$ cat src/hw/rtl/wcc_pkg.sv
`timescale 1ns / 1ps

package wcc_pkg;

    // Elapsed-time counter width
    localparam int TIMER_WIDTH = 24;

    // Register field widths
    localparam int DUR_W    = 24;
    localparam int PERIOD_W = 16;
    localparam int CFG_W    = 24;
    localparam int CFG_IDX_W = 2;

    // Configuration register indexes
    localparam logic [CFG_IDX_W-1:0] CFG_WASH_DURATION  = 2'd0;
    localparam logic [CFG_IDX_W-1:0] CFG_SPIN_DURATION  = 2'd1;
    localparam logic [CFG_IDX_W-1:0] CFG_REVERSE_PERIOD = 2'd2;

    // Register reset values
    localparam logic [DUR_W-1:0]    WASH_DURATION_RST  = 24'd20000;
    localparam logic [DUR_W-1:0]    SPIN_DURATION_RST  = 24'd15000;
    localparam logic [PERIOD_W-1:0] REVERSE_PERIOD_RST = 16'd5000;

    // Cycle phase codes
    localparam int PHASE_W = 3;
    localparam logic [PHASE_W-1:0] PH_IDLE  = 3'd0;
    localparam logic [PHASE_W-1:0] PH_FILL  = 3'd1;
    localparam logic [PHASE_W-1:0] PH_WASH  = 3'd2;
    localparam logic [PHASE_W-1:0] PH_DRAIN = 3'd3;
    localparam logic [PHASE_W-1:0] PH_SPIN  = 3'd4;
    localparam logic [PHASE_W-1:0] PH_DONE  = 3'd5;

    // Drive latch bit positions
    localparam int LATCH_W = 6;
    localparam int L_CW    = 0;
    localparam int L_CCW   = 1;
    localparam int L_SPIN  = 2;
    localparam int L_INLET = 3;
    localparam int L_DRAIN = 4;
    localparam int L_DRYER = 5;

    typedef struct packed {
        logic water_full;
        logic manual_wash;
        logic manual_spin;
        logic manual_fill;
        logic manual_drain;
        logic manual_dryer;
        logic start_cycle;
    } t_in_item;

    typedef struct packed {
        logic               drum_clockwise;
        logic               drum_counterclockwise;
        logic               spin_motor;
        logic               inlet_valve;
        logic               drain_pump;
        logic               dryer_heater;
        logic [PHASE_W-1:0] cycle_phase;
        logic               auto_running;
    } t_out_item;

    typedef struct packed {
        logic [DUR_W-1:0]    wash_duration;
        logic [DUR_W-1:0]    spin_duration;
        logic [PERIOD_W-1:0] reverse_period;
    } t_cfg;

endpackage

$ cat src/hw/rtl/wcc_rev_timer.sv
`timescale 1ns / 1ps

module wcc_rev_timer import wcc_pkg::*; (
    input  logic                i_clk,
    input  logic                i_rst_n,
    input  logic                i_tick,
    input  logic                i_step,
    input  logic                i_clear,
    input  logic [PERIOD_W-1:0] i_period,
    output logic                o_bit_adv
);

    logic [PERIOD_W-1:0] r_count;
    logic                r_bit;
    logic [PERIOD_W-1:0] n_count;
    logic                n_bit;
    logic [PERIOD_W-1:0] w_inc;
    logic [PERIOD_W-1:0] w_adv_count;
    logic                w_adv_bit;

    // Advance one tick: wrap at the period, a zero period toggles every tick
    always_comb begin
        w_inc = r_count + PERIOD_W'(1);
        if (w_inc >= i_period || w_inc == '0) begin
            w_adv_count = '0;
            w_adv_bit   = ~r_bit;
        end else begin
            w_adv_count = w_inc;
            w_adv_bit   = r_bit;
        end
    end

    assign o_bit_adv = i_step ? w_adv_bit : r_bit;

    // Clear on phase entry, after the advance
    always_comb begin
        n_count = r_count;
        n_bit   = r_bit;
        if (i_tick) begin
            if (i_clear) begin
                n_count = '0;
                n_bit   = 1'b0;
            end else if (i_step) begin
                n_count = w_adv_count;
                n_bit   = w_adv_bit;
            end
        end
    end

    always_ff @(posedge i_clk) begin
        if (!i_rst_n) begin
            r_count <= '0;
            r_bit   <= 1'b0;
        end else begin
            r_count <= n_count;
            r_bit   <= n_bit;
        end
    end

endmodule

$ cat src/hw/rtl/wcc_core.sv
`timescale 1ns / 1ps

module wcc_core import wcc_pkg::*; (
    input  logic      i_clk,
    input  logic      i_rst_n,
    input  logic      i_tick,
    input  t_in_item  i_item,
    input  t_cfg      i_cfg,
    output t_out_item o_result
);

    localparam int CMP_W = (TIMER_WIDTH > DUR_W) ? TIMER_WIDTH : DUR_W;
    localparam logic [TIMER_WIDTH-1:0] TIME_MAX = {TIMER_WIDTH{1'b1}};

    logic                   r_auto;
    logic [PHASE_W-1:0]     r_phase;
    logic [TIMER_WIDTH-1:0] r_time;
    logic [LATCH_W-1:0]     r_latch;

    logic                   n_auto;
    logic [PHASE_W-1:0]     n_phase;
    logic [TIMER_WIDTH-1:0] n_time;
    logic [LATCH_W-1:0]     n_latch;

    logic [TIMER_WIDTH-1:0] w_time_inc;
    logic                   w_enter;
    logic                   w_wash_step;
    logic                   w_free_bit;
    logic                   w_wash_bit;

    // Free-running reversal for manual wash
    wcc_rev_timer u_free_rev (
        .i_clk     (i_clk),
        .i_rst_n   (i_rst_n),
        .i_tick    (i_tick),
        .i_step    (1'b1),
        .i_clear   (1'b0),
        .i_period  (i_cfg.reverse_period),
        .o_bit_adv (w_free_bit)
    );

    // Reversal for the automatic wash phase
    assign w_wash_step = r_auto && (r_phase == PH_WASH);

    wcc_rev_timer u_wash_rev (
        .i_clk     (i_clk),
        .i_rst_n   (i_rst_n),
        .i_tick    (i_tick),
        .i_step    (w_wash_step),
        .i_clear   (w_enter),
        .i_period  (i_cfg.reverse_period),
        .o_bit_adv (w_wash_bit)
    );

    // Saturating elapsed time
    assign w_time_inc = (r_time == TIME_MAX) ? r_time : r_time + TIMER_WIDTH'(1);

    // One tick: start, manual overrides, then the automatic cycle
    always_comb begin
        n_auto  = r_auto;
        n_phase = r_phase;
        n_latch = r_latch;
        w_enter = 1'b0;

        if (i_item.start_cycle) begin
            n_auto  = 1'b1;
            n_phase = PH_FILL;
            w_enter = 1'b1;
        end

        priority if (i_item.manual_wash) begin
            n_latch[L_CW]  = ~w_free_bit;
            n_latch[L_CCW] = w_free_bit;
        end else if (i_item.manual_spin) begin
            n_latch[L_SPIN] = 1'b1;
        end else if (i_item.manual_fill) begin
            n_latch[L_INLET] = 1'b1;
        end else if (i_item.manual_drain) begin
            n_latch[L_DRAIN] = 1'b1;
        end else if (i_item.manual_dryer) begin
            n_latch[L_DRYER] = 1'b1;
        end else begin
            n_latch = '0;
        end

        // Phase logic only runs when start did not fire this tick, except fill
        if (n_auto) begin
            case (n_phase)
                PH_FILL: begin
                    n_latch[L_INLET] = 1'b1;
                    if (i_item.water_full) begin
                        n_phase = PH_WASH;
                        w_enter = 1'b1;
                    end
                end
                PH_WASH: begin
                    n_latch[L_CW]  = ~w_wash_bit;
                    n_latch[L_CCW] = w_wash_bit;
                    if (CMP_W'(w_time_inc) > CMP_W'(i_cfg.wash_duration)) begin
                        n_phase = PH_DRAIN;
                        w_enter = 1'b1;
                    end
                end
                PH_DRAIN: begin
                    n_latch[L_DRAIN] = 1'b1;
                    if (!i_item.water_full) begin
                        n_phase = PH_SPIN;
                        w_enter = 1'b1;
                    end
                end
                PH_SPIN: begin
                    n_latch[L_SPIN] = 1'b1;
                    if (CMP_W'(w_time_inc) > CMP_W'(i_cfg.spin_duration)) begin
                        n_phase = PH_DONE;
                        n_auto  = 1'b0;
                    end
                end
                default: begin
                end
            endcase
        end

        n_time = w_enter ? '0 : w_time_inc;
    end

    // Commit state on each accepted tick
    always_ff @(posedge i_clk) begin
        if (!i_rst_n) begin
            r_auto  <= 1'b0;
            r_phase <= PH_IDLE;
            r_time  <= '0;
            r_latch <= '0;
        end else if (i_tick) begin
            r_auto  <= n_auto;
            r_phase <= n_phase;
            r_time  <= n_time;
            r_latch <= n_latch;
        end
    end

    // Result is the state after the tick
    always_comb begin
        o_result.drum_clockwise        = n_latch[L_CW];
        o_result.drum_counterclockwise = n_latch[L_CCW];
        o_result.spin_motor            = n_latch[L_SPIN];
        o_result.inlet_valve           = n_latch[L_INLET];
        o_result.drain_pump            = n_latch[L_DRAIN];
        o_result.dryer_heater          = n_latch[L_DRYER];
        o_result.cycle_phase           = n_phase;
        o_result.auto_running          = n_auto;
    end

endmodule

$ cat src/hw/rtl/washer_cycle_controller.sv
`timescale 1ns / 1ps
// Path from item accept to result valid: input register, then result register.
// Throughput: one item per cycle while i_out_stall stays low; a one-entry skid stage
// keeps input open for one stalled result and holds off further ticks until it drains.
// Reset: synchronous active-low i_rst_n clears the cycle state, latches and
// handshake valids and loads the default durations and reversal period.
module washer_cycle_controller import wcc_pkg::*; (
    input  logic                 i_clk,
    input  logic                 i_rst_n,
    input  logic                 i_cfg_we,
    input  logic [CFG_IDX_W-1:0] i_cfg_index,
    input  logic [CFG_W-1:0]     i_cfg_data,
    input  logic                 i_in_valid,
    output logic                 o_in_stall,
    input  t_in_item             i_in_item,
    output logic                 o_out_valid,
    input  logic                 i_out_stall,
    output t_out_item            o_out_item
);

    t_cfg      r_cfg;
    logic      r_in_valid;
    t_in_item  r_in;
    logic      r_out_valid;
    t_out_item r_out;
    logic      r_skid_valid;
    t_out_item r_skid;

    logic      w_in_take;
    logic      w_tick;
    logic      w_out_free;
    t_out_item w_result;

    // Configuration writes
    always_ff @(posedge i_clk) begin
        if (!i_rst_n) begin
            r_cfg.wash_duration  <= WASH_DURATION_RST;
            r_cfg.spin_duration  <= SPIN_DURATION_RST;
            r_cfg.reverse_period <= REVERSE_PERIOD_RST;
        end else if (i_cfg_we) begin
            unique case (i_cfg_index)
                CFG_WASH_DURATION:  r_cfg.wash_duration  <= i_cfg_data[DUR_W-1:0];
                CFG_SPIN_DURATION:  r_cfg.spin_duration  <= i_cfg_data[DUR_W-1:0];
                CFG_REVERSE_PERIOD: r_cfg.reverse_period <= i_cfg_data[PERIOD_W-1:0];
                default: begin
                end
            endcase
        end
    end

    // Tick fires when the input stage holds an item and the skid is empty
    assign w_tick     = r_in_valid && !r_skid_valid;
    assign o_in_stall = r_in_valid && r_skid_valid;
    assign w_in_take  = i_in_valid && !o_in_stall;

    // Input register
    always_ff @(posedge i_clk) begin
        if (!i_rst_n) begin
            r_in_valid <= 1'b0;
        end else if (!r_in_valid || w_tick) begin
            r_in_valid <= i_in_valid;
        end
    end

    always_ff @(posedge i_clk) begin
        if (w_in_take) begin
            r_in <= i_in_item;
        end
    end

    wcc_core u_core (
        .i_clk    (i_clk),
        .i_rst_n  (i_rst_n),
        .i_tick   (w_tick),
        .i_item   (r_in),
        .i_cfg    (r_cfg),
        .o_result (w_result)
    );

    // Result register with skid
    assign w_out_free = !r_out_valid || !i_out_stall;

    always_ff @(posedge i_clk) begin
        if (!i_rst_n) begin
            r_out_valid  <= 1'b0;
            r_skid_valid <= 1'b0;
        end else if (w_out_free) begin
            r_out_valid  <= r_skid_valid || w_tick;
            r_skid_valid <= 1'b0;
        end else if (w_tick) begin
            r_skid_valid <= 1'b1;
        end
    end

    always_ff @(posedge i_clk) begin
        if (w_out_free) begin
            if (r_skid_valid) begin
                r_out <= r_skid;
            end else if (w_tick) begin
                r_out <= w_result;
            end
        end else if (w_tick) begin
            r_skid <= w_result;
        end
    end

    assign o_out_valid = r_out_valid;
    assign o_out_item  = r_out;

endmodule
$ cat config.mk
export PLATFORM = sky130hd
export DESIGN_NAME = washer_cycle_controller
export DESIGN_NICKNAME = d
export VERILOG_FILES = /design/src/hw/rtl/wcc_pkg.sv /design/src/hw/rtl/wcc_rev_timer.sv /design/src/hw/rtl/wcc_core.sv /design/src/hw/rtl/washer_cycle_controller.sv
export SDC_FILE = /design/constraint.sdc
export NUM_CORES = 1
export LEC_CHECK = 0
export ABC_AREA = 1
export BUFFER_PORTS_ARGS = -buffer_cell sky130_fd_sc_hd__buf_4
export CAP_MARGIN = 20
export CORE_MARGIN = 2
export CORE_UTILIZATION = 60
export CTS_CLUSTER_DIAMETER = 80
export DETAILED_ROUTE_END_ITERATION = 10
export GPL_TIMING_DRIVEN = 0
export HOLD_SLACK_MARGIN = 0.1
export PLACE_DENSITY_LB_ADDON = 0.15
export SLEW_MARGIN = 20
export SYNTH_ARGS = -nofsm -noshare
export SYNTH_HDL_FRONTEND = slang
export SYNTH_SLANG_ARGS = --single-unit
$ cat constraint.sdc
create_clock -name i_clk -period 3.8 [get_ports i_clk]
set_input_delay 0.19 -clock i_clk [delete_from_list [all_inputs] [get_ports i_clk]]
set_output_delay 0.19 -clock i_clk [all_outputs]
set_load 0.05 [all_outputs]
== After elaboration in Yosys (flattened, before gate mapping) ==
Cells that the tools add are included.

* Add/sub/neg operators: 3
* Bitwise gates (word level): 6
* Reduce and logical (&&, ||, !) cells: 26
* $mul: 0
* Multiplexer cells: 51
* Magnitude comparators: 4
* Eq/ne operators: 8
* Shifts and indexed selects: 0
* Div/mod/pow operators: 0

{| class="wikitable"
|+ Operators by type and width
! cell !! number
|-
| $mux W16 || 4
|-
| $gt A24 B24 Y1 || 2
|-
| $mux W24 || 2
|-
| $add A16 B1 Y16 const B || 2
|-
| $ge A16 B16 Y1 || 2
|-
| $logic_not A16 Y1 || 2
|-
| $mux W5 || 6
|-
| $add A24 B1 Y24 const B || 1
|-
| $eq A24 B24 Y1 const B || 1
|-
| $mux W3 || 8
|-
| $mux W1 || 21
|-
| $mux W10 || 2
|-
| $pmux W3 S4 || 1
|-
| $reduce_and A2 Y1 || 6
|-
| $eq A3 B2 Y1 const B || 3
|-
| $mux W2 || 4
|-
| $mux W4 || 2
|-
| $not A1 Y1 || 6
|-
| $logic_not A1 Y1 || 5
|-
| $logic_or A1 B1 Y1 || 5
|-
| $logic_and A1 B1 Y1 || 4
|-
| $reduce_bool A2 Y1 || 2
|-
| $eq A3 B1 Y1 const B || 1
|-
| $eq A3 B3 Y1 const B || 1
|-
| 5 further kinds || 5
|}

* Register bits after elaboration: 162
* Memory bits (read-only): 0
* Memories: 0
* Memory bits (writable): 0
* Logic and storage cells: 135
* Latch bits: 0
* Output and inout bits: 12
* Input port bits: 38

== Depth between registers and ports, before layout ==
Gate-level depths: netlist of run 1.

* Depth after elaboration: 13
* Gate-level depth with buffers: 25

== By module ==
From an unflattened synthesis of run 1, not the netlist that was laid out.

* Cell total of the unflattened synthesis: 1581
* Area total of the unflattened synthesis: 10525.1 µm²

{| class="wikitable"
|+ Modules (own cells, without submodules)
! module !! instances !! area each (µm²) !! cells an instance
|-
| wcc_core || 1 || 3718.6 || 593
|-
| washer_cycle_controller || 1 || 3646.0 || 458
|-
| wcc_rev_timer || 2 || 1580.3 || 265
|}

== Worst setup path after synthesis of run 1 ==
No wires, ideal clock.

* Kind: flip-flop to flip-flop
* Start point: reg u_core.r_time[1]
* End point: reg u_core.u_wash_rev.r_count[15]
* Path slack: 0.612 ns
* Arrival time: 3.072 ns
* Data required time: 3.684 ns
* Stages on the path, launching flop included: 26
* Setup time: 0.116 ns
* Period minus slack after synthesis: 3.188 ns
* Cell sequence: dfxtp_1 -> ha_1 -> inv_1 -> nor3_2 -> nand4_1 -> nor2_4 -> nor2_4 -> nand2_2 -> nor2_2 -> nor2_1 -> nor2_1 -> ha_1 -> nand2_1 -> nor2_1 -> nand4_1 -> nor3_2 -> nand2_1 -> nand3_1 -> nand2_1 -> nand2_2 -> nand2_4 -> nand2_1 -> nand2_1 -> buf_4 -> a21oi_1 -> nor2_1

* Longest elaborated chain between the ends: 8
* Elaborated cells between the ends (all ways): 10
* Those cells by class: 1 x add/sub; 1 x order compare; 1 x eq/ne; 5 x mux; 2 x reduce/logical

{| class="wikitable"
|+ Ends and longest elaborated chain
! what !! RTL line !! text
|-
| start: declaration || wcc_core.sv:17 || <nowiki>logic [TIMER_WIDTH-1:0] r_time;</nowiki>
|-
| start signal: assignment || wcc_core.sv:136 || <nowiki>r_time <= n_time;</nowiki>
|-
| $add A24 B1 Y24 / $eq A24 B24 Y1 (equally long branches) || wcc_core.sv:56 || <nowiki>assign w_time_inc = (r_time == TIME_MAX) ? r_time : r_time + TIMER_WIDTH'(1);</nowiki>
|-
| $mux W24 (*) || wcc_core.sv:56 ||
|-
| $gt A24 B24 Y1 (*) || wcc_core.sv:99 || <nowiki>if (CMP_W'(w_time_inc) > CMP_W'(i_cfg.wash_duration)) begin</nowiki>
|-
| $mux W1 (*) || wcc_core.sv:99 ||
|-
| $pmux W1 S3 (*) || wcc_core.sv:88 || <nowiki>case (n_phase)</nowiki>
|-
| $mux W1 (*) || wcc_core.sv:87 || <nowiki>if (n_auto) begin</nowiki>
|-
| $reduce_bool A2 Y1 (no source line) || -- ||
|-
| $reduce_and A2 Y1 (no source line) || -- ||
|-
| end signal: assignment || wcc_rev_timer.sv:55 || <nowiki>r_count <= n_count;</nowiki>
|-
| end: declaration || wcc_rev_timer.sv:13 || <nowiki>logic [PERIOD_W-1:0] r_count;</nowiki>
|}

Every way passes the cells marked *; elsewhere a longest branch is shown, timed or not.
A chain may end at the register's enable or synchronous reset.

== Worst setup path after layout of run 1 ==
* Start point: reg u_core.r_time[10]
* End point: reg u_core.r_time[21]

* Longest elaborated chain between the ends: 7
* Elaborated cells between the ends (all ways): 8
* Those cells by class: 1 x add/sub; 1 x order compare; 1 x eq/ne; 5 x mux

{| class="wikitable"
|+ Ends and longest elaborated chain
! what !! RTL line !! text
|-
| $add A24 B1 Y24 / $eq A24 B24 Y1 (equally long branches) || wcc_core.sv:56 ||
|-
| $mux W24 (*) || wcc_core.sv:56 ||
|-
| $gt A24 B24 Y1 || wcc_core.sv:99 ||
|-
| $mux W1 || wcc_core.sv:99 ||
|-
| $pmux W1 S3 || wcc_core.sv:88 ||
|-
| $mux W1 || wcc_core.sv:87 ||
|-
| $mux W24 (*) || wcc_core.sv:123 || <nowiki>n_time = w_enter ? '0 : w_time_inc;</nowiki>
|}

Marks and branches as above.

==> results of run 1 <==
how the worst min path moves through the flow:
stage	depth (start not counted)	endpoint	slack, ns
6_report	3	r_cfg[17]	0.11
5_1_grt	3	r_cfg[17]	0.11
4_1_cts	3	r_cfg[17]	0.11
3_5_place_dp	1	r_in[0]	0.37
3_3_place_gp	1	r_in[5]	0.37
2_1_floorplan	0	r_in[0]	0.29
kinds of logic (layout without fill, tap and decap cells):
group,count (synthesis),count (layout),share of synthesized area
flip-flops,162,162,0.367
adder cells (fa/ha/maj),83,83,0.108
buffers and inverters,222,352,0.0894
XOR/XNOR,25,25,0.0236
AND/OR/NAND/NOR,564,564,0.258
AO/OA/AOI/OAI,272,272,0.153
multiplexers,1,1,0.00104
layout make-up:
type                       count  area [um2]
inverter                     182         683
sequential                   162        3530
clock buffer                  18         450
clock inverter                14         164
fill                        1270        4260
multi-input combinational    945        5400
timing repair buffer          98         831
tap                          216         270
buffer                        40         183
worst reg2reg max path, stage by stage, from the launching register on:
cell and delay [ns]:
dfxtp_1 0.41, nand2_1 0.12, nor3_2 0.23, nand4_1 0.26, nor2_4 0.21, nor2_4 0.07, nand2_4 0.10, nor2_4 0.05
nand3b_2 0.12, xor2_4 0.20, ha_1 0.28, nand2_1 0.07, inv_1 0.03, o21ai_0 0.14, nand2_1 0.10, nor2_2 0.17
nand3_2 0.12, nand2_2 0.11, nand2_4 0.12, a21oi_4 0.25, buf_4 0.24, nand2_1 0.08, a21oi_1 0.16
where the power goes:
group | switching (mW) | leakage (nW) | internal [mW] | total, mW
combinational | 0.336 | 3.56 | 0.182 | 0.518
clock | 0.792 | 0.297 | 1.03 | 1.82
sequential | 0.0325 | 1.36 | 1.81 | 1.84
flip-flops by register name, summed over array words and instances, names as in the netlist, 6 cells and up:
signal / cells
o_out_item: 10
r_cfg: 64
r_in: 7
r_skid: 10
u_core.r_latch: 6
u_core.r_time: 24
u_core.u_free_rev.r_count: 16
u_core.u_wash_rev.r_count: 16
cells in the mapped netlist (all sizes together):
| cell type | number |
|---|---|
| a211oi | 1 |
| a21o | 1 |
| a21oi | 156 |
| a22oi | 1 |
| a31oi | 1 |
| and2 | 1 |
| and3 | 1 |
| buf | 8 |
| clkbuf | 32 |
| clkinv | 2 |
| dfxtp | 135 |
| edfxtp | 27 |
| ha | 83 |
| inv | 180 |
| mux2i | 1 |
| nand2 | 340 |
| nand3 | 53 |
| nand3b | 4 |
| nand4 | 24 |
| nor2 | 115 |
| nor3 | 20 |
| nor3b | 1 |
| nor4 | 5 |
| o211ai | 20 |
| o21a | 3 |
| o21ai | 83 |
| o21bai | 4 |
| o22ai | 1 |
| o41ai | 1 |
| xnor2 | 7 |
| xor2 | 18 |
repair_timing:
item | 4_1_cts | 5_1_grt
cloned | 2 | 0
pin swaps | 6 | 20
endpoints found under the hold margin | 65 | 0
endpoints found under the setup margin | 42 | 43
gates resized for setup | 17 | 41
hold buffers | 32 | 0
setup buffers | 8 | 7
stage by stage:
step	utilization	hold WS (ns)
finish	0.730	0.112
global route	0.730	0.114
CTS	0.717	0.107
detailed placement	0.648	0.369
global placement	0.648	0.368
floorplan	-	0.289
metal layers:
layer	share of wire	vias to the layer above
met5	0	-
met4	0.026	0
met3	0.070	56
met2	0.48	310
met1	0.43	4237
li1	-	4601
==> impl_results.md, run 1 <==
- Vias in the first global route: 8418
- Clock sinks: 162
- Die area: 17000 um2
- Peak fanout along the critical path: 10
- GR met2 Demand/Resource: 0.519
- Commonest non-fill, non-tap cell in the layout: nand2_1
- Post-Route WL: 26500 um
- Setup crit start: u_core.r_time[10]
- Worst min path class: input pin to flop
- R2R depth: 22
- Final std cells w/o fill: 1675
- Worst setup path class: flop to flop
- Clk_lat worst skew: 0.44 ns
- PD cells: 363 nW/um2
- Pin count of the biggest net entering global routing: 17
- I/O Buffers: 49
- Number of core rows: 46
- Placed insts: 1594
- Vert. Die Dim: 130 um
- Crit-path leading delay family: simple AND/OR/NAND/NOR gates
- Synth area leaders: dfxtp_1 (28%), nand2_1 (13%), ha_1 (11%)
- Peak Freq: 269 MHz
- WP depth: 22
- Synth top area share: 0.282
- R2r setup slk: 0.08 ns
- GRT Total Usage: 0.313
- Diodes inserted: 0
- Most Used Layer, Global Route: met2
- Final Cycle Share: 0.979
- Critical path buffers and inverters: 2
- Clk_skew: 0.0133 ns
- First-pass GRT wire length: 41300 um
- I/O pin count: 50
- Setup_tns: 0 ns
- WL/cell: 15.8 um
- Starting Density: 0.608
- Setup crit start kind: flop
- Initial antenna violation count: 0
- Post-DP Area: 10200 um2
- M3 GR Usage: 0.0684
- Nets@finish: 1567
- Distinct cells, synth: 47
- Commonest non-fill, non-tap cells in the layout: nand2_1 (325), inv_1 (174), a21oi_1 (152)
- Synth Instances: 1329
- Total CTS buffers: 17
- VDD IR max: 324 uV
- Final setup fails: 0
- Gr ovfl total: 0
- Netlist Area Pre-Place: 9590 um2
- CP endpoint: u_core.r_time[21]
- Critical Path, Cell by Cell: nand2_1 -> nor3_2 -> nand4_1 -> nor2_4 -> nor2_4 -> nand2_4 -> nor2_4 -> nand3b_2 -> xor2_4 -> ha_1 -> nand2_1 -> inv_1 -> o21ai_0 -> nand2_1 -> nor2_2 -> nand3_2 -> nand2_2 -> nand2_4 -> a21oi_4 -> buf_4 -> nand2_1 -> a21oi_1
- Max stage delay on crit path: 0.41 ns
- Worst EP required: 4.16 ns
- Reg2reg start: u_core.r_time[10]
- Mapped Nets: 1450
- Max Cap Viol: 0
- Static Leakage: 5.22 nW
- CTS tree: built
- Clk pin slew, worst setup/hold paths: 0.07 ns
- Max-slew headroom: 0.384
- Initial DRC Count: 717
- Final Hold Vio Count: 0
- Mapped Avg Cell Area: 7.21 um2
- Core Box Area: 15800 um2
- Area grow syn2layout: 20.1%
- Yosys top cell by area: dfxtp_1
- Crit-path slowest cell: dfxtp_1
- Post-synthesis sequential area ratio: 0.367
- DRT Pass-1 Iters: 8
- Die Wd: 130 um
- Final Max Tran Viols: 0
- Crit path top cell by count: nand2_1
- Post-DP HPWL: 19300 um
- Gpl congestion: 0.903
- R2r endpoint: u_core.r_time[21]
- Tot Pwr: 4.18 mW
- Hold Crit Start: i_cfg_data[1]
- Final worst slack: 0.0805 ns
- Synth Register Bits: 162
- Clock Path Buffers: 2
- Antenna viol nets, final: 0
- Dpl ws: -0.415 ns
- Root Driver: clkbuf_16
- Fraction of layout instances using a drive strength above 1: 0.128
- Run status: completed
- Worst slew pin tran: 0.923 ns
- CP Capture Type: flop
- DRC: 0
- Warnings, synthesis: 0
- Post-route minimum period: 3.72 ns
- Post-DR vias/cell: 5.49
- H-tree levels: 4
- Cell area after layout: 11500 um2
- Vias: 9204
- Met1 Use GR: 0.405
- Critical Path AT: 4.08 ns
(Power assumes the default switching activity.)
==> run 2, diff against run 1 <==
--- a/config.mk
+++ b/config.mk
@@ -15,6 +15,7 @@
 export GPL_TIMING_DRIVEN = 0
 export HOLD_SLACK_MARGIN = 0.1
 export PLACE_DENSITY_LB_ADDON = 0.15
+export RECOVER_POWER = 100
 export SLEW_MARGIN = 20
 export SYNTH_ARGS = -nofsm -noshare
 export SYNTH_HDL_FRONTEND = slang
==> run 2 against run 1 <==
  * Wire length fell by 0.25%
  * Flip-flop and latch count did not move
  * Global-route usage stayed put
  * Final area shrank 0.99%
  * Via count up 0.79%
  * Register-to-register slack hardly changed
  * Final cell count unchanged
  * Non-clock buffer count is the same
  * Critical path depth unchanged
==> impl_results.md, run 2 (same netlist as run 1, synthesis figures left out) <==
- Run status: completed
- Critical Path AT: 4.09 ns (about the same)
- Initial antenna violation count: 0 (unchanged)
- R2r endpoint: u_core.r_time[21]
- Fill count: 1299 (+2.3%)
- Clk pin slew, worst setup/hold paths: 0.07 ns (about the same)
- Setup_tns: 0 ns (unchanged)
- M3 GR Usage: 0.0684 (unchanged)
- Setup crit start kind: flop
- VDD IR max: 325 uV (+0.24%)
- Commonest non-fill, non-tap cell in the layout: nand2_1
- Fraction of layout instances using a drive strength above 1: 0.108 (-0.0199)
- Power share of the combinational group: 0.121 (-0.003)
- Int Pwr: 3.01 mW (-0.45%)
- Final Cycle Share: 0.981 (+0.00210)
- Hold endpoint: r_cfg[17]
- Vert. Die Dim: 130 um (unchanged)
- Clock Path Buffers: 2 (unchanged)
- I/O pin count: 50 (unchanged)
- Hold Crit Start: i_cfg_data[1]
- Sw frac: 0.278 (+0.000412)
- Clk_lat worst skew: 0.44 ns (about the same)
- Commonest non-fill, non-tap cells in the layout: nand2_1 (326), inv_1 (175), a21oi_1 (152)
- Reg2reg start: u_core.r_time[10]
- Peak fanout along the critical path: 10 (unchanged)
- DRC: 0 (unchanged)
- Max Cap Viol: 0 (unchanged)
- Area grow syn2layout: 18.9%
- Post-DP HPWL: 19300 um (unchanged)
- GR met2 Demand/Resource: 0.519 (unchanged)
- Final Max Tran Viols: 0 (unchanged)
- Clock sinks: 162 (unchanged)
- Worst slew pin tran: 0.939 ns (+0.0158 ns)
- Worst setup path class: flop to flop
- CTS tree: built
- Dpl ws: -0.415 ns (unchanged)
- Met1 Use GR: 0.405 (unchanged)
- Vias in the first global route: 8418 (unchanged)
- Gpl congestion: 0.903 (unchanged)
- Critical Path, Cell by Cell: nand2_1 -> nor3_2 -> nand4_1 -> nor2_4 -> nor2_4 -> nand2_4 -> nor2_4 -> nand3b_2 -> xor2_4 -> ha_1 -> nand2_1 -> inv_1 -> o21ai_0 -> nand2_1 -> nor2_2 -> nand3_2 -> nand2_2 -> nand2_4 -> a21oi_4 -> buf_4 -> nand2_1 -> a21oi_1
- Clk_skew: 0.0125 ns (-0.000844 ns)
- H-tree levels: 4 (unchanged)
- WHS Path Cells: 3 (unchanged)
- Antenna viol nets, final: 0 (unchanged)
- Top reg by flops: r_cfg
- CP Capture Type: flop
- Multi-input logic area: 5380 um2 (-0.37%)
- Most Used Layer, Global Route: met2
- Pin count of the biggest net entering global routing: 17 (unchanged)
- R2r setup slk: 0.07 ns (about the same)
- Worst min path class: input pin to flop
- Clk pwr share: 0.437 (+0.002)
- Starting Density: 0.608 (unchanged)
- Reg power frac: 0.443 (+0.002)
- Biggest regs: r_cfg: 64 flops, u_core.r_time: 24 flops
- Crit-path slowest cell: dfxtp_1
- Worst EP required: 4.16 ns (about the same)
- Die area: 17000 um2 (unchanged)
- Peak Freq: 268 MHz (-0.21%)
- Root Driver: clkbuf_16
- Vias: 9277 (+0.79%)
- Number of core rows: 46 (unchanged)
- FF/Latch Area: 3530 um2 (unchanged)
- Core Box Area: 15800 um2 (unchanged)
- Nets@finish: 1567 (unchanged)
- Post-Route WL: 26500 um (-0.25%)
- Max-slew headroom: 0.374 (-0.0105)
- GRT Total Usage: 0.313 (unchanged)
- Post-DR vias/cell: 5.54 (+0.79%)
- Total CTS buffers: 17 (unchanged)
- Initial DRC Count: 770 (+7.4%)
- First-pass GRT wire length: 41300 um (unchanged)
- PD cells: 365 nW/um2 (+0.60%)
- I/O Buffers: 49 (unchanged)
- Diodes inserted: 0 (unchanged)
- P_sw: 1.16 mW (-0.25%)
- Gr ovfl total: 0 (unchanged)
- Max stage delay on crit path: 0.41 ns (about the same)
- Final Hold Vio Count: 0 (unchanged)
- Final worst slack: 0.0725 ns (-0.00799 ns)
- Max reg flops: 64 (unchanged)
- Final setup fails: 0 (unchanged)
- WL/cell: 15.8 um (-0.25%)
- Post-route minimum period: 3.73 ns (+0.00799 ns)
- R2R depth: 22 (unchanged)
- Die Wd: 130 um (unchanged)
- Crit path top cell by count: nand2_1
- Static Leakage: 5.13 nW (-1.7%)
- DRT Pass-1 Iters: 8 (unchanged)
run 2: changes by cell type in the layout (fill, tap and decap cells not counted), moves of 2 or more:
cell / previous run / this run
buf_4: 63 / 32
clkbuf_1: 31 / 56
clkbuf_4: 1 / 9
nand3_1: 45 / 47
nand3_2: 8 / 6
run 2: how the worst max path moves through the flow:
stage / start / to / slack, ns / cells past startpoint
after global routing: u_core.r_time[10] / u_core.u_wash_rev.r_count[2] / -0.23 / 24
after detailed placement: u_core.r_time[1] / u_core.r_time[20] / -0.42 / 21
after CTS: u_core.r_time[1] / u_core.u_wash_rev.r_count[14] / 0.01 / 24
after floorplan: u_core.r_time[1] / u_core.u_wash_rev.r_count[15] / 0.61 / 25
after global placement: u_core.r_time[1] / u_core.r_time[12] / -0.35 / 21
final: u_core.r_time[10] / u_core.r_time[21] / 0.07 / 22
run 2: worst max-delay path: cells and delay by family (launching register included):
kind	cells	cell delay, ns
flops	1	0.41
buf+inv	2	0.27
xor+xnor	1	0.20
compound gates	3	0.55
simple gates	15	1.93
fa+ha+maj	1	0.28
run 2: power by group through the flow:
| stage | clock (mW) | combinational, mW | sequential (mW) |
|---|---|---|---|
| 4_1_cts | 1.83 | 0.495 | 1.84 |
| 3_3_place_gp | 0 | 0.440 | 1.88 |
| 5_1_grt | 1.89 | 0.555 | 1.85 |
| 2_1_floorplan | 0 | 0.272 | 1.90 |
| 6_report | 1.82 | 0.503 | 1.84 |
| 3_5_place_dp | 0 | 0.451 | 1.88 |
run 2: what timing repair did:
item | in CTS | in global routing
hold buffers | 32 | 0
endpoints found under the setup margin | 42 | 43
setup buffers | 8 | 7
resized for setup | 17 | 41
gates cloned | 2 | 0
endpoints found under the hold margin | 65 | 0
pin swaps | 6 | 20
run 2: metrics by stage:
step	instance area [um2]	power [mW]	util	hold slack [ns]	cells
3_5_place_dp	10200	2.33	0.648	0.369	1594
3_3_place_gp	10200	2.32	0.648	0.368	1594
6_report	11400	4.16	0.723	0.111	1675
4_1_cts	11300	4.17	0.717	0.107	1668
2_1_floorplan	9590	2.17	-	0.289	1329
5_1_grt	11400	4.30	0.723	0.114	1675
run 2: area by class of cell:
cell class,instances,area share
Multi-Input combinational cell,945,0.472
Sequential cell,162,0.310
Timing Repair Buffer,98,0.0653
Inverter,182,0.0599
Clock buffer,18,0.0395
Tap cell,216,0.0237
Buffer,40,0.0154
Clock inverter,14,0.0144
run 2: layer usage:
metal,vias to the layer above,share of wire,routed length (um)
met5,-,0,0
met4,0,0.030,794
met3,64,0.066,1740
met2,317,0.47,12500
met1,4289,0.43,11400
li1,4607,-,-
==> run 3, diff against run 2 <==
--- a/config.mk
+++ b/config.mk
@@ -10,12 +10,14 @@
 export CAP_MARGIN = 20
 export CORE_MARGIN = 2
 export CORE_UTILIZATION = 60
+export CTS_BUF_LIST = sky130_fd_sc_hd__clkbuf_8
 export CTS_CLUSTER_DIAMETER = 80
 export DETAILED_ROUTE_END_ITERATION = 10
 export GPL_TIMING_DRIVEN = 0
 export HOLD_SLACK_MARGIN = 0.1
 export PLACE_DENSITY_LB_ADDON = 0.15
 export RECOVER_POWER = 100
+export SKIP_CTS_REPAIR_TIMING = 1
 export SLEW_MARGIN = 20
 export SYNTH_ARGS = -nofsm -noshare
 export SYNTH_HDL_FRONTEND = slang
==> run 3 against run 2 <==
  * Die area unchanged
  * Largest cell class unchanged
  * Highest routed layer unchanged
  * Maximum frequency shrank 0.23%
  * Wire length up 0.46%
  * Sequential share of layout area is 0.35 points higher
  * Core utilization is 0.68 points lower
  * Largest power group unchanged
  * Flip-flop and latch count unchanged
  * Worst hold slack gained 0.022 ns
  * Worst setup slack got worse by 0.0084 ns
  * Critical path depth shrank 1
==> impl_results.md, run 3 (same netlist as run 1, synthesis figures left out) <==
- Fill count: 1322 (+1.8%)
- Max-slew headroom: 0.394 (+0.0201)
- WL/cell: 15.8 um (+0.16%)
- DRT Pass-1 Iters: 5 (-3)
- CP Capture Type: flop
- DRC: 0 (unchanged)
- Starting Density: 0.608 (unchanged)
- Final Cycle Share: 0.983 (+0.00221)
- Final std cells w/o fill: 1680 (+0.30%)
- Tot Pwr: 3.75 mW (-10%)
- Fraction of layout instances using a drive strength above 1: 0.113 (+0.00441)
- Crit-path slowest cell: dfxtp_1
- Worst EP required: 4.20 ns (+0.04 ns)
- Biggest regs: r_cfg: 64 flops, u_core.r_time: 24 flops
- Top reg by flops: r_cfg
- Hold WS: 0.133 ns (+0.0222 ns)
- Max Cap Viol: 0 (unchanged)
- Commonest non-fill, non-tap cells in the layout: nand2_1 (322), inv_1 (176), a21oi_1 (154)
- Gr ovfl total: 0 (unchanged)
- WL met3: 1800 um (+3.7%)
- PD cells: 332 nW/um2 (-9.1%)
- Clock Path Buffers: 2 (unchanged)
- H-tree levels: 4 (unchanged)
- Nets@finish: 1572 (+0.32%)
- GRT Total Usage: 0.302 (-0.0104)
- Peak fanout along the critical path: 6 (-4)
- Clock sinks: 162 (unchanged)
- Commonest non-fill, non-tap cell in the layout: nand2_1
- Gpl congestion: 0.903 (unchanged)
- Diodes inserted: 0 (unchanged)
- Clk_skew: 0.0175 ns (+0.00497 ns)
- Initial DRC Count: 792 (+2.9%)
- Area grow syn2layout: 17.8%
- Vias in the first global route: 8070 (-4.1%)
- Number of core rows: 46 (unchanged)
- VDD IR max: 285 uV (-12%)
- Pin count of the biggest net entering global routing: 17 (unchanged)
- Peak Freq: 268 MHz (-0.23%)
- Wire length on met2: 12500 um (about the same)
- Post-Route WL: 26600 um (+0.46%)
- Worst min path class: input pin to flop
- Post-DP HPWL: 19300 um (unchanged)
- Critical Path AT: 4.14 ns (+0.05 ns)
- Final setup fails: 0 (unchanged)
- Die area: 17000 um2 (unchanged)
- Placed insts: 1594 (unchanged)
- Worst slew pin tran: 0.909 ns (-0.0301 ns)
- Run status: completed
- Antenna viol nets, final: 0 (unchanged)
- Static Leakage: 5.09 nW (-0.73%)
- Max reg flops: 64 (unchanged)
- CTS tree: built
- I/O pin count: 50 (unchanged)
- Setup crit start kind: flop
- Post-route minimum period: 3.74 ns (+0.00842 ns)
- Met1 Routed Length: 11500 um (+1.3%)
- Initial antenna violation count: 0 (unchanged)
- Critical Path, Cell by Cell: inv_1 -> nor3_2 -> nand4_1 -> nor2_4 -> buf_4 -> nor3_1 -> xor2_1 -> ha_1 -> nand2_1 -> inv_1 -> nand4_1 -> nor3_4 -> buf_4 -> a21oi_1 -> nand2_2 -> nand2_4 -> nand2_8 -> a21oi_4 -> buf_6 -> nand2_1 -> a21oi_1
- Root Driver: clkbuf_8
- Core Box Area: 15800 um2 (unchanged)
- First-pass GRT wire length: 40000 um (-3.1%)
- Final Max Tran Viols: 0 (unchanged)
- Worst setup path class: flop to flop
- Total CTS buffers: 17 (unchanged)
- Top Metal Used: met4
- Post-DR vias/cell: 5.49 (-0.79%)
- Clk_lat worst skew: 0.48 ns (+0.04 ns)
- I/O Buffers: 49 (unchanged)
- Max stage delay on crit path: 0.39 ns (-0.02 ns)
- Clk pin slew, worst setup/hold paths: 0.10 ns (+0.03 ns)
- Vert. Die Dim: 130 um (unchanged)
- Vias: 9231 (-0.50%)
- Die Wd: 130 um (unchanged)
- Final Hold Vio Count: 0 (unchanged)
## run 3: changes by cell type in the layout (fill, tap and decap cells not counted), sizes merged
| cell | before | now |
|---|---|---|
| buf | 40 | 45 |
| bufinv | 2 | 3 |
| clkbuf | 84 | 82 |
| dlygate4sd3 | 32 | 33 |
## run 3: metal layers
metal	track usage	vias to the layer above
met5	0	-
met4	0.0982	0
met3	0.0635	57
met2	0.497	312
met1	0.401	4256
li1	-	4606
## run 3: worst paths after layout
path / startpoint / to / slack (ns) / depth (start not counted)
min: i_cfg_index[0] / r_cfg[40] / 0.13 / 4
max: u_core.r_time[13] / u_core.u_wash_rev.r_count[0] / 0.06 / 21
max reg2reg: u_core.r_time[13] / u_core.u_wash_rev.r_count[0] / 0.06 / 21
min reg2reg: r_cfg[55] / r_cfg[55] / 0.47 / 2
## run 3: metrics by stage
step | worst slack, ns | TNS (ns) | area (um2) | util
floorplan | 0.612 | 0 | 9590 | -
global placement | -0.351 | -10.62 | 10200 | 0.648
detailed placement | -0.415 | -12.54 | 10200 | 0.648
CTS | -0.438 | -13.60 | 10700 | 0.675
global route | -0.132 | -2.04 | 11300 | 0.716
finish | 0.0641 | 0 | 11300 | 0.716
## run 3: area by class of cell
class	instances	area, um2	share of cell area
clock inverters	15	194	0.0172
plain buffers	40	184	0.0163
inverters	182	683	0.0605
multi-input cells	945	5420	0.480
flip-flops and latches	162	3540	0.313
well taps	216	270	0.0239
repair buffers	103	774	0.0686
clock buffers	17	234	0.0207
## run 3: worst max-delay path, delay by kind of cell, from the launching register on
kind                       cells  cell delay, ns
xor gates and xnor gates       1            0.33
adders and majority gates      1            0.33
DFF                            1            0.39
and+or+nand+nor               11            1.41
buffers and inverters          5            0.61
AOI/OAI and AO/OA              3            0.59
## run 3: power by group
group	internal, mW	switching, mW
logic	0.170	0.340
registers	1.81	0.0319
clock network	0.669	0.730
total	2.65	1.10
